===== src/rtl/core/tkas_pkg.sv =====
// ----------------------------------------------------------------------------
// tkas_pkg: shared types for the top-k activity selector
// Word layouts of the candidate, result and configuration channels, and the
// command/status bundles between controller and datapath.
// ----------------------------------------------------------------------------
package tkas_pkg;

	localparam int ID_W    = 32;
	localparam int SCORE_W = 32;
	localparam int CAP_W   = 5;

	localparam logic [CAP_W-1:0] CAP_RESET = 5'd16;

	localparam logic OP_INSERT = 1'b0;
	localparam logic OP_DRAIN  = 1'b1;

	typedef logic [CAP_W-1:0] cap_t;

	typedef struct packed {
		logic               operation;
		logic [ID_W-1:0]    clause_id;
		logic [SCORE_W-1:0] activity;
	} cand_t;

	typedef struct packed {
		logic               entry_valid;
		logic [ID_W-1:0]    entry_id;
		logic [SCORE_W-1:0] entry_activity;
		logic               last;
	} result_t;

	// controller -> datapath
	typedef struct packed {
		logic insert;   // candidate word accepted, insert it
		logic pop;      // move head entry into the output register
	} cmd_t;

	// datapath -> controller
	typedef struct packed {
		logic out_free;   // output register can take a word this cycle
		logic drain_end;  // the next pop is the final word of the drain
	} status_t;

endpackage


===== src/rtl/core/tkas_stream_if.sv =====
// ----------------------------------------------------------------------------
// tkas_stream_if: valid/ready channel
// One word moves at a rising edge with valid and ready both high.
// ----------------------------------------------------------------------------
interface tkas_stream_if #(
	parameter type T = logic
);
	logic valid;
	logic ready;
	T     data;

	modport source (output valid, output data, input ready);
	modport sink   (input valid, input data, output ready);
endinterface


===== src/rtl/core/top_k_activity_selector.sv =====
// ----------------------------------------------------------------------------
// top_k_activity_selector: keeps the MAX_KEPT most active identifiers
// Sorted insert list with duplicate drop and drain-and-clear.
// ----------------------------------------------------------------------------
// An insert word (operation 0) is taken at its handshake: every held cell
// compares its activity and identifier with the candidate in parallel, and
// the candidate lands ahead of the first entry with strictly lower activity
// while the tail shifts down; a duplicate identifier leaves the list
// untouched and a candidate past the capacity is dropped. Inserts produce
// no result words and the input stays ready for one word per cycle. A drain
// word (operation 1) holds the input off while the held entries are popped
// from the head cell into the output register, best first, the final one
// with last set; a pop waits while the output register is still full and
// result.ready is low. An empty list gives a single word with entry_valid 0
// and last 1. Drain speed is one word per cycle while result.ready stays
// high, set by the single output register. capacity_limit is written over
// cfg; the user must write it only while the block is idle, which the block
// itself does not enforce; 0 acts as 1, values above MAX_KEPT as MAX_KEPT,
// and lowering it drops the tail entries at once. The entry store is a row
// of flip-flop cells with no reset; only cells below the fill count are read.
// ----------------------------------------------------------------------------
module top_k_activity_selector #(
	parameter int MAX_KEPT = 16
) (
	input  logic          clk,
	input  logic          arst_n,
	tkas_stream_if.sink   cand,
	tkas_stream_if.sink   cfg,
	tkas_stream_if.source result
);
	import tkas_pkg::*;

	cmd_t    cmd;
	status_t status;
	cand_t   cand_word;

	assign cand_word = cand.data;

	// controller: decides when words are taken and when the list pops
	tkas_ctrl u_ctrl (
		.clk        (clk),
		.arst_n     (arst_n),
		.cand_valid (cand.valid),
		.cand_op    (cand_word.operation),
		.cand_ready (cand.ready),
		.cmd        (cmd),
		.status     (status)
	);

	// datapath: cells, capacity register, output word register
	tkas_datapath #(
		.MAX_KEPT (MAX_KEPT)
	) u_datapath (
		.clk    (clk),
		.arst_n (arst_n),
		.cand   (cand_word),
		.cmd    (cmd),
		.status (status),
		.cfg    (cfg),
		.result (result)
	);

endmodule


===== src/rtl/core/tkas_ctrl.sv =====
// ----------------------------------------------------------------------------
// tkas_ctrl: sequencing controller
// Idle accepts candidate words; a drain word holds the input off while
// the kept list is popped into the output register one word at a time.
// ----------------------------------------------------------------------------
module tkas_ctrl (
	input  logic              clk,
	input  logic              arst_n,
	input  logic              cand_valid,
	input  logic              cand_op,
	output logic              cand_ready,
	output tkas_pkg::cmd_t    cmd,
	input  tkas_pkg::status_t status
);
	import tkas_pkg::*;

	localparam logic ST_IDLE  = 1'b0;
	localparam logic ST_DRAIN = 1'b1;

	logic state_q;
	logic accept;

	assign cand_ready = (state_q == ST_IDLE);
	assign accept     = cand_valid && cand_ready;

	always_comb begin
		cmd.insert = accept && (cand_op == OP_INSERT);
		cmd.pop    = (state_q == ST_DRAIN) && status.out_free;
	end

	always_ff @(posedge clk or negedge arst_n) begin
		if (!arst_n) begin
			state_q <= ST_IDLE;
		end else begin
			unique case (state_q)
				ST_IDLE: begin
					if (accept && cand_op == OP_DRAIN) begin
						state_q <= ST_DRAIN;
					end
				end
				ST_DRAIN: begin
					if (cmd.pop && status.drain_end) begin
						state_q <= ST_IDLE;
					end
				end
				default: state_q <= ST_IDLE;
			endcase
		end
	end

	// inserts must never land while the list is being popped
	a_no_insert_in_drain: assert property (@(posedge clk) disable iff (!arst_n)
		(state_q == ST_DRAIN) |-> !cmd.insert)
		else $error("insert issued during drain");

endmodule


===== src/rtl/core/tkas_datapath.sv =====
// ----------------------------------------------------------------------------
// tkas_datapath: sorted entry cells, capacity register, output register
// All cells compare against the candidate at once; the insert point and
// the shift-down happen together at the same edge. Pops shift the cells up by one.
// ----------------------------------------------------------------------------
module tkas_datapath #(
	parameter int MAX_KEPT = 16
) (
	input  logic               clk,
	input  logic               arst_n,
	input  tkas_pkg::cand_t    cand,
	input  tkas_pkg::cmd_t     cmd,
	output tkas_pkg::status_t  status,
	tkas_stream_if.sink        cfg,
	tkas_stream_if.source      result
);
	import tkas_pkg::*;

	localparam int CNT_W = $clog2(MAX_KEPT + 1);
	localparam int CMP_W = (CNT_W > CAP_W) ? CNT_W : CAP_W;

	logic [ID_W-1:0]    id_q    [MAX_KEPT];
	logic [SCORE_W-1:0] score_q [MAX_KEPT];
	logic [ID_W-1:0]    prev_id    [MAX_KEPT];
	logic [SCORE_W-1:0] prev_score [MAX_KEPT];
	logic [ID_W-1:0]    next_id    [MAX_KEPT];
	logic [SCORE_W-1:0] next_score [MAX_KEPT];

	logic [MAX_KEPT-1:0] valid_c, flag_c, take_prev_c, in_cap_c, dup_c;
	logic [CNT_W-1:0]    fill_q, cap_eff, cap_new_eff, fill_clamped;
	cap_t                cap_q;
	logic                ins_ok;
	logic                out_valid_q;
	result_t             out_q;
	logic                wr_cap;

	// capacity of zero acts as one, above MAX_KEPT acts as MAX_KEPT
	function automatic logic [CNT_W-1:0] clamp_cap(input cap_t c);
		logic [CMP_W-1:0] cw;
		cw = CMP_W'(c);
		if (c == '0) begin
			return CNT_W'(1);
		end else if (cw > CMP_W'(MAX_KEPT)) begin
			return CNT_W'(MAX_KEPT);
		end else begin
			return CNT_W'(cw);
		end
	endfunction

	assign cap_eff      = clamp_cap(cap_q);
	assign cap_new_eff  = clamp_cap(cfg.data);
	assign fill_clamped = (fill_q > cap_new_eff) ? cap_new_eff : fill_q;
	assign wr_cap       = cfg.valid && cfg.ready;
	assign cfg.ready    = 1'b1;

	always_comb begin
		prev_id[0]    = cand.clause_id;
		prev_score[0] = cand.activity;
		for (int j = 1; j < MAX_KEPT; j++) begin
			prev_id[j]    = id_q[j-1];
			prev_score[j] = score_q[j-1];
		end
		for (int j = 0; j < MAX_KEPT - 1; j++) begin
			next_id[j]    = id_q[j+1];
			next_score[j] = score_q[j+1];
		end
		next_id[MAX_KEPT-1]    = id_q[MAX_KEPT-1];
		next_score[MAX_KEPT-1] = score_q[MAX_KEPT-1];
	end

	// flag is monotone over the sorted list: set from the insert point on
	always_comb begin
		for (int j = 0; j < MAX_KEPT; j++) begin
			valid_c[j]  = CNT_W'(j) < fill_q;
			in_cap_c[j] = CNT_W'(j) < cap_eff;
			dup_c[j]    = valid_c[j] && (id_q[j] == cand.clause_id);
			flag_c[j]   = !valid_c[j] || (score_q[j] < cand.activity);
		end
		// cells behind the insert point take their upper neighbor
		take_prev_c[0] = 1'b0;
		for (int j = 1; j < MAX_KEPT; j++) begin
			take_prev_c[j] = flag_c[j-1];
		end
	end

	assign ins_ok = cmd.insert && !(|dup_c) && (|(flag_c & in_cap_c));

	always_ff @(posedge clk) begin
		for (int j = 0; j < MAX_KEPT; j++) begin
			if (ins_ok) begin
				if (flag_c[j]) begin
					if (take_prev_c[j]) begin
						id_q[j]    <= prev_id[j];
						score_q[j] <= prev_score[j];
					end else begin
						// insert point
						id_q[j]    <= cand.clause_id;
						score_q[j] <= cand.activity;
					end
				end
			end else if (cmd.pop) begin
				id_q[j]    <= next_id[j];
				score_q[j] <= next_score[j];
			end
		end
	end

	always_ff @(posedge clk or negedge arst_n) begin
		if (!arst_n) begin
			cap_q  <= CAP_RESET;
			fill_q <= '0;
		end else begin
			if (wr_cap) begin
				cap_q <= cfg.data;
			end
			priority if (wr_cap) begin
				fill_q <= fill_clamped;
			end else if (ins_ok) begin
				if (fill_q < cap_eff) begin
					fill_q <= fill_q + CNT_W'(1);
				end
			end else if (cmd.pop) begin
				if (fill_q != '0) begin
					fill_q <= fill_q - CNT_W'(1);
				end
			end else begin
				fill_q <= fill_q;
			end
		end
	end

	// output register
	assign status.out_free  = !out_valid_q || result.ready;
	assign status.drain_end = (fill_q <= CNT_W'(1));

	always_ff @(posedge clk or negedge arst_n) begin
		if (!arst_n) begin
			out_valid_q <= 1'b0;
		end else if (cmd.pop) begin
			out_valid_q <= 1'b1;
		end else if (result.ready) begin
			out_valid_q <= 1'b0;
		end
	end

	always_ff @(posedge clk) begin
		if (cmd.pop) begin
			out_q.entry_valid    <= (fill_q != '0);
			out_q.entry_id       <= (fill_q != '0) ? id_q[0] : '0;
			out_q.entry_activity <= (fill_q != '0) ? score_q[0] : '0;
			out_q.last           <= (fill_q <= CNT_W'(1));
		end
	end

	assign result.valid = out_valid_q;
	assign result.data  = out_q;

	a_fill_in_cap: assert property (@(posedge clk) disable iff (!arst_n)
		fill_q <= cap_eff)
		else $error("fill count above capacity");

	a_empty_drain: assert property (@(posedge clk) disable iff (!arst_n)
		(cmd.pop && fill_q == '0) |=>
			(out_valid_q && out_q.last && !out_q.entry_valid))
		else $error("empty drain word malformed");

	a_first_insert: assert property (@(posedge clk) disable iff (!arst_n)
		(cmd.insert && !cmd.pop && !wr_cap && fill_q == '0) |=> (fill_q == CNT_W'(1)))
		else $error("insert into empty list lost");

endmodule


===== src/flat_wrapper.sv =====
// flat-port wrapper written by rule: the top's interface ports become plain ports
module top_k_activity_selector_flat import tkas_pkg::*;
#(
	parameter int MAX_KEPT = 16
)
  (clk, arst_n, cand_valid, cand_data, cand_ready, cfg_valid, cfg_data, cfg_ready, result_valid, result_data, result_ready);
  tkas_stream_if #(.T(cand_t)) cand_i ();
  tkas_stream_if #(.T(cap_t)) cfg_i ();
  tkas_stream_if #(.T(result_t)) result_i ();
  input  logic clk;
  input  logic arst_n;
  input wire logic [$bits(cand_i.valid)-1:0] cand_valid;
  input wire logic [$bits(cand_i.data)-1:0] cand_data;
  output wire logic [$bits(cand_i.ready)-1:0] cand_ready;
  input wire logic [$bits(cfg_i.valid)-1:0] cfg_valid;
  input wire logic [$bits(cfg_i.data)-1:0] cfg_data;
  output wire logic [$bits(cfg_i.ready)-1:0] cfg_ready;
  output wire logic [$bits(result_i.valid)-1:0] result_valid;
  output wire logic [$bits(result_i.data)-1:0] result_data;
  input wire logic [$bits(result_i.ready)-1:0] result_ready;
  assign cand_i.valid = cand_valid;
  assign cand_i.data = cand_data;
  assign cand_ready = cand_i.ready;
  assign cfg_i.valid = cfg_valid;
  assign cfg_i.data = cfg_data;
  assign cfg_ready = cfg_i.ready;
  assign result_valid = result_i.valid;
  assign result_data = result_i.data;
  assign result_i.ready = result_ready;
  top_k_activity_selector #(.MAX_KEPT(MAX_KEPT)) u_core (.clk(clk), .arst_n(arst_n), .cand(cand_i), .cfg(cfg_i), .result(result_i));
endmodule

===== config.mk =====
export PLATFORM = sky130hd
export DESIGN_NAME = top_k_activity_selector_flat
export DESIGN_NICKNAME = d
export VERILOG_FILES = /design/src/rtl/core/tkas_pkg.sv /design/src/rtl/core/tkas_stream_if.sv /design/src/rtl/core/top_k_activity_selector.sv /design/src/rtl/core/tkas_ctrl.sv /design/src/rtl/core/tkas_datapath.sv /design/src/flat_wrapper.sv
export SDC_FILE = /design/constraint.sdc
export NUM_CORES = 2
export LEC_CHECK = 0
export BUFFER_PORTS_ARGS = -buffer_cell sky130_fd_sc_hd__buf_4
export CAP_MARGIN = 5
export CORE_UTILIZATION = 58
export DETAILED_ROUTE_END_ITERATION = 16
export PLACE_DENSITY = 0.87
export SYNTH_ARGS = -nofsm -noshare
export SYNTH_HDL_FRONTEND = slang
export SYNTH_HIERARCHICAL = 1
export SYNTH_SLANG_ARGS = --single-unit

===== constraint.sdc =====
create_clock -name clk -period 7.09 [get_ports clk]
set_input_delay 1.418 -clock clk [delete_from_list [all_inputs] [get_ports clk]]
set_output_delay 1.418 -clock clk [all_outputs]
set_load 0.1 [all_outputs]

# ---- Yosys cells after proc, flatten, opt, wreduce, memory -nomap -nowiden
# Memory sizes are Yosys's and may differ from the RTL's.
# Index checks and enable logic that the tools add are counted.
dict set report word_totals {
  elab_cells 417
  n_memories 2
  reg_bits 78
  ram_bits 1024
  in_bits 75
}
dict set report op_classes {
  n_reduce_logical 67
  n_lt_le_gt_ge 53
  bitwise 65
  muxes 202
  addsub 2
  eq_ne 18
}
# memory depth width read_ports rd_clocked_by_memory_dff wr line
set memory_table {}
lappend memory_table {u_core.u_datapath.id_q 16 32 16 0 16 tkas_datapath.sv:22} ;# logic [ID_W-1:0] id_q [MAX_KEPT];
lappend memory_table {u_core.u_datapath.score_q 16 32 16 0 16 tkas_datapath.sv:23} ;# logic [SCORE_W-1:0] score_q [MAX_KEPT];
# cell n
set op_table {}
lappend op_table {{$mux W32} 62}
lappend op_table {{$eq A32 B32 Y1} 16}
lappend op_table {{$lt A32 B32 Y1} 16}
lappend op_table {{$mux W1} 129}
lappend op_table {{$lt A4 B5 Y1 const A} 16}
lappend op_table {{$or A1 B1 Y1} 62}
lappend op_table {{$mux W5} 10}
lappend op_table {{$lt A3 B5 Y1 const A} 8}
lappend op_table {{$reduce_or A16 Y1} 2}
lappend op_table {{$logic_and A1 B1 Y1} 23}
lappend op_table {{$lt A1 B5 Y1 const A} 4}
lappend op_table {{$lt A2 B5 Y1 const A} 4}
lappend op_table {{$logic_not A1 Y1} 18}
lappend op_table {{$logic_or A1 B1 Y1} 17}
lappend op_table {{$and A16 B16 Y16} 1}
lappend op_table {{$gt A5 B5 Y1 const B} 2}
lappend op_table {{$logic_not A5 Y1} 2}
lappend op_table {{$reduce_bool A3 Y1} 2}
lappend op_table {{$add A5 B1 Y5 const B} 1}
lappend op_table {{$gt A5 B5 Y1} 1}
lappend op_table {{$le A5 B1 Y1 const B} 1}
lappend op_table {{$lt A5 B5 Y1} 1}
lappend op_table {{$reduce_bool A5 Y1} 1}
lappend op_table {{$sub A5 B1 Y5 const B} 1}
lappend op_table {{other kinds (6)} 7}

# ---- Longest topological paths before layout
dict set report logic_depth {
  depth_word 11
  ltp_mapped 19
  depth_no_buf 14
}

# ---- Modules after synthesis
# Netlist, hierarchy kept.
# module area_per_inst_um2 cells_each n_inst
set by_module_without_submodules {}
lappend by_module_without_submodules {tkas_datapath 71717.5 6689 1}
lappend by_module_without_submodules {tkas_ctrl 55.1 6 1}

# ---- Worst setup path after synthesis
# No wires, ideal clock.
dict set report synth_timing {
  path_kind {input -> register}
  from {input cand_data[29]}
  to {memory u_core.u_datapath.id_q[3][4] (netlist: u_core/u_datapath/id_q[0][100]), enable pin}
  arrival_time_ns 8.854
  n_path_buf 2
  slack_ns -2.339
  setup_ns 0.574
  path_stages 15
  path_cell_list {clkbuf_1 inv_1 ha_1 a21o_1 a21o_1 a2111oi_4 o31ai_2 o41ai_4 a22oi_1 nand4_1 a211oi_2 a21oi_4 inv_2 buf_2 o21ai_0}
}
# item line
set synth_lines {}
lappend synth_lines {{start, declared} flat_wrapper.sv:13} ;# input wire logic [$bits(cand_i.data)-1:0] cand_data;
lappend synth_lines {{end, declared} tkas_datapath.sv:22}

==> results_dict.tcl <==
set metrics [dict create \
    clkPwrFrac_pct 15.4 \
    syn_nets 7279 \
    crit_path_start "cand_data[31]" \
    critPathMaxFanout 20 \
    fin_nets 7416 \
    layout_setup_ws_ns 0.9888 \
    switchingPower_mw 17.98 \
    tightest_slew_ns 1.343 \
    cp-start-kind "input port" \
    drv_slew 0 \
    wl_um 232000 \
    clockBufferDepth 3 \
    worst_ir_drop_vdd_v 0.0005713 \
    slew_headroom_pct 9.541 \
    ys_async_sr_fraction_pct 1.089 \
    worstSetupPathType "in2reg" \
    grt_util_all_layers_pct 36.04 \
    yosysWarnings 6 \
    drc_errors 0 \
    floorplan.die_area_um2 125200 \
    swShare_pct 43.85 \
    final_cells 8556 \
    ioPinCount 144 \
    fill_cells 8484 \
    r2r-start "u_core/u_datapath/fill_q[4]" \
    initial_utilization_pct 58.74 \
    via_per_inst 6.865 \
    cp.arrival_ns 6.60 \
    area_delta_synth_final_pct 12.34 \
    max_freq_ghz 0.1639 \
    hpwlAfterDp_um 168900 \
    ys_types 81 \
    skew_ns 0.02548 \
    ant_nets 0 \
    gp_congestion 1.021 \
    grt_pass1_vias 57740 \
    vias 58740 \
    layout_common_cells "edfxtp_1 (1090), nand2_1 (1064), mux2i_1 (773), ha_1 (509), o21ai_0 (498)" \
    min_period_over_period_pct 86.05 \
    synth-edff-count 1090 \
    cp.required_ns 7.59 \
    r2r_end "u_core/u_datapath/score_q[0][241]" \
    rsz0062_at_grt "no" \
    die_x_um 353.8 \
    end_kind "register" \
    p_int_mw 23.02 \
    regToRegSetupSlack_ns 1.37 \
    drt-pass1-iter-count 7 \
    cts_buffers 117 \
    place.port_buffers 142 \
    drtIter0Drc 8951 \
    cts_tree "yes" \
    dp_cells 8337 \
    power_density_nw_per_um2 508.4 \
    drive_gt1_share_pct 12.58 \
    final_common_cell "edfxtp_1" \
    synth_seq_cells 1102 \
    ys_seq_area_share_pct 46.02 \
    diodes 0 \
    gr-total-overflow 0 \
    grt_max_degree 68 \
    ctsHtreeMaxLevel 3 \
    netlist_instances 6695 \
    post-place-ws_ns 0.3934 \
    p_comb_share_pct 44.9 \
    insertion_delay_ns 0.77 \
    synthesis.area_um2 71770 \
    p_leak_nw 29.12 \
    rr_worst_depth 13 \
    postCtsHoldBufs 0 \
    layout_min_cycle_time_ns 6.101 \
    status "finished, final reports clean" \
    hold_class "in2async" \
    drv_cap 0 \
    wire_per_inst_um 27.11 \
    final-hold-violation-count 0 \
    synth_ff_type "edfxtp_1" \
    die_h_um 353.8 \
    core_area_um2 122200 \
    antenna_found_initial 13 \
    syn_area_per_cell_um2 10.72 \
    cts_resized 0 \
    setup_viol 0 \
    seqPwrFrac_pct 39.6 \
    rows 128 \
    cts_setup_buffers 0 \
    cts.sinks 1102 \
    grt_pass1_wl_um 347100 \
    clkTransAtPathRegs_ns 0.07 \
    cts_root_buf "clkbuf_16" \
]
-- logic make-up (layout without fill, tap and decap cells) --
family	Yosys count	in the layout	synth area share, %
AO/OA/AOI/OAI	1393	1393	10.95
XOR/XNOR	512	512	6.248
adder cells (fa/ha/maj)	510	510	8.889
buffers and inverters	611	847	4.153
flip-flops	1102	1102	46.02
multiplexers	964	964	13.78
other	1	1	0.005225
AND/OR/NAND/NOR	1602	1602	9.952
-- worst max-delay path by stage --
stage / end / slack, ns / cells after the start
detailed placement: u_core/u_datapath/id_q[0][171] / 0.39 / 19
global placement: u_core/u_datapath/id_q[1][76] / 0.56 / 20
finish: u_core/u_datapath/score_q[0][241] / 0.99 / 19
CTS: u_core/u_datapath/score_q[0][241] / 1.14 / 19
global route: u_core/u_datapath/score_q[0][241] / 0.86 / 19
floorplan: u_core/u_datapath/id_q[0][160] / -0.62 / 15
-- through the flow --
step                      utilization [%]  power [mW]  cell area [µm²]  hold WS, ns  TNS [ns]
after detailed placement            62.83       33.71            76780       0.5361         0
after floorplan                         -       26.87            71770       0.4858   -344.19
after global placement              62.83       32.70            76780       0.5147         0
after global routing                65.98       42.63            80630       0.4873         0
after CTS                           65.98       40.22            80620       0.4751         0
final                               65.98       40.99            80630       0.5015         0
-- worst max-delay path: stages --
cell and delay, ns:
buf_4 0.23, inv_1 0.16, buf_4 0.22, buf_4 0.19, ha_1 0.32, nand4_1 0.16
nor3_1 0.08, a2111oi_0 0.96, o31a_1 0.34, a311o_1 0.27, a22oi_1 0.11, nand4_1 0.18
a211oi_2 0.08, buf_4 0.19, a21oi_4 0.44, nor3b_2 0.33, buf_4 0.43, mux2i_1 0.32
o21ai_1 0.13
-- layer usage --
layer | up-vias | track usage (%) | wire, µm
met5 | - | 0 | 103
met4 | 18 | 22.87 | 17350
met1 | 28150 | 44.94 | 80730
li1 | 24950 | - | -
met2 | 4672 | 55.88 | 103700
met3 | 955 | 9.227 | 30080
-- synth_stat cells (9+ instances only) --
| cell | n | share of area [%] |
|---|---|---|
| edfxtp_1 | 1090 | 46 |
| nand2_1 | 1071 | 5.6 |
| mux2i_1 | 773 | 11 |
| ha_1 | 509 | 8.9 |
| o21ai_0 | 506 | 3.5 |
| o21ai_1 | 423 | 2.9 |
| xnor2_1 | 308 | 3.8 |
| xor2_1 | 204 | 2.5 |
| a21oi_1 | 188 | 1.3 |
| buf_2 | 186 | 1.3 |
| clkbuf_1 | 172 | 0.90 |
| nand4_1 | 156 | 1.4 |
| mux2_2 | 128 | 2.0 |
| inv_1 | 114 | 0.60 |
| buf_4 | 87 | 0.91 |
| nor4_1 | 79 | 0.69 |
| nor2_1 | 75 | 0.39 |
| and2_1 | 68 | 0.59 |
| a21o_1 | 64 | 0.67 |
| mux2_1 | 63 | 0.99 |
| o311ai_0 | 63 | 0.77 |
| nand3_1 | 42 | 0.29 |
| nor3_1 | 33 | 0.23 |
| buf_1 | 32 | 0.17 |
| a31oi_1 | 24 | 0.21 |
| a211oi_1 | 20 | 0.21 |
| nand2b_1 | 19 | 0.17 |
| buf_6 | 17 | 0.27 |
| nor2b_1 | 12 | 0.10 |
| a211o_1 | 11 | 0.13 |
| dfrtp_1 | 11 | 0.38 |
| a221oi_1 | 10 | 0.12 |
| o211ai_1 | 10 | 0.10 |
| o31ai_1 | 10 | 0.10 |
| and3_1 | 9 | 0.078 |
| and4_1 | 9 | 0.11 |
-- state kept, by name (all words and copies together), names as in the netlist --
register                        flops
u_core/u_ctrl/state_q               1
u_core/u_datapath/cap_q             5
u_core/u_datapath/fill_q            5
u_core/u_datapath/id_q            512
u_core/u_datapath/result.data      66
u_core/u_datapath/result.valid      1
u_core/u_datapath/score_q         512
-- power by group through the flow --
| stage | Sequential (mW) | Combinational, mW | Clock, mW |
|---|---|---|---|
| final | 16.3 | 18.4 | 6.32 |
| after floorplan | 16.2 | 10.6 | 0 |
| after global routing | 16.4 | 19.7 | 6.55 |
| after CTS | 16.0 | 17.9 | 6.32 |
| after detailed placement | 16.0 | 17.7 | 0 |
| after global placement | 16.0 | 16.7 | 0 |
-- final cells by class --
cell class | count | area [µm²] | area share [%]
flip-flops and latches | 1102 | 33030 | 40.97
well taps | 1625 | 2033 | 2.522
clock inverters | 81 | 800.8 | 0.9932
clock buffers | 137 | 3044 | 3.776
multi-input cells | 4982 | 36000 | 44.65
repair buffers | 512 | 5280 | 6.549
inverters | 117 | 439.2 | 0.5447
Power figures use the tool's default switching activity.
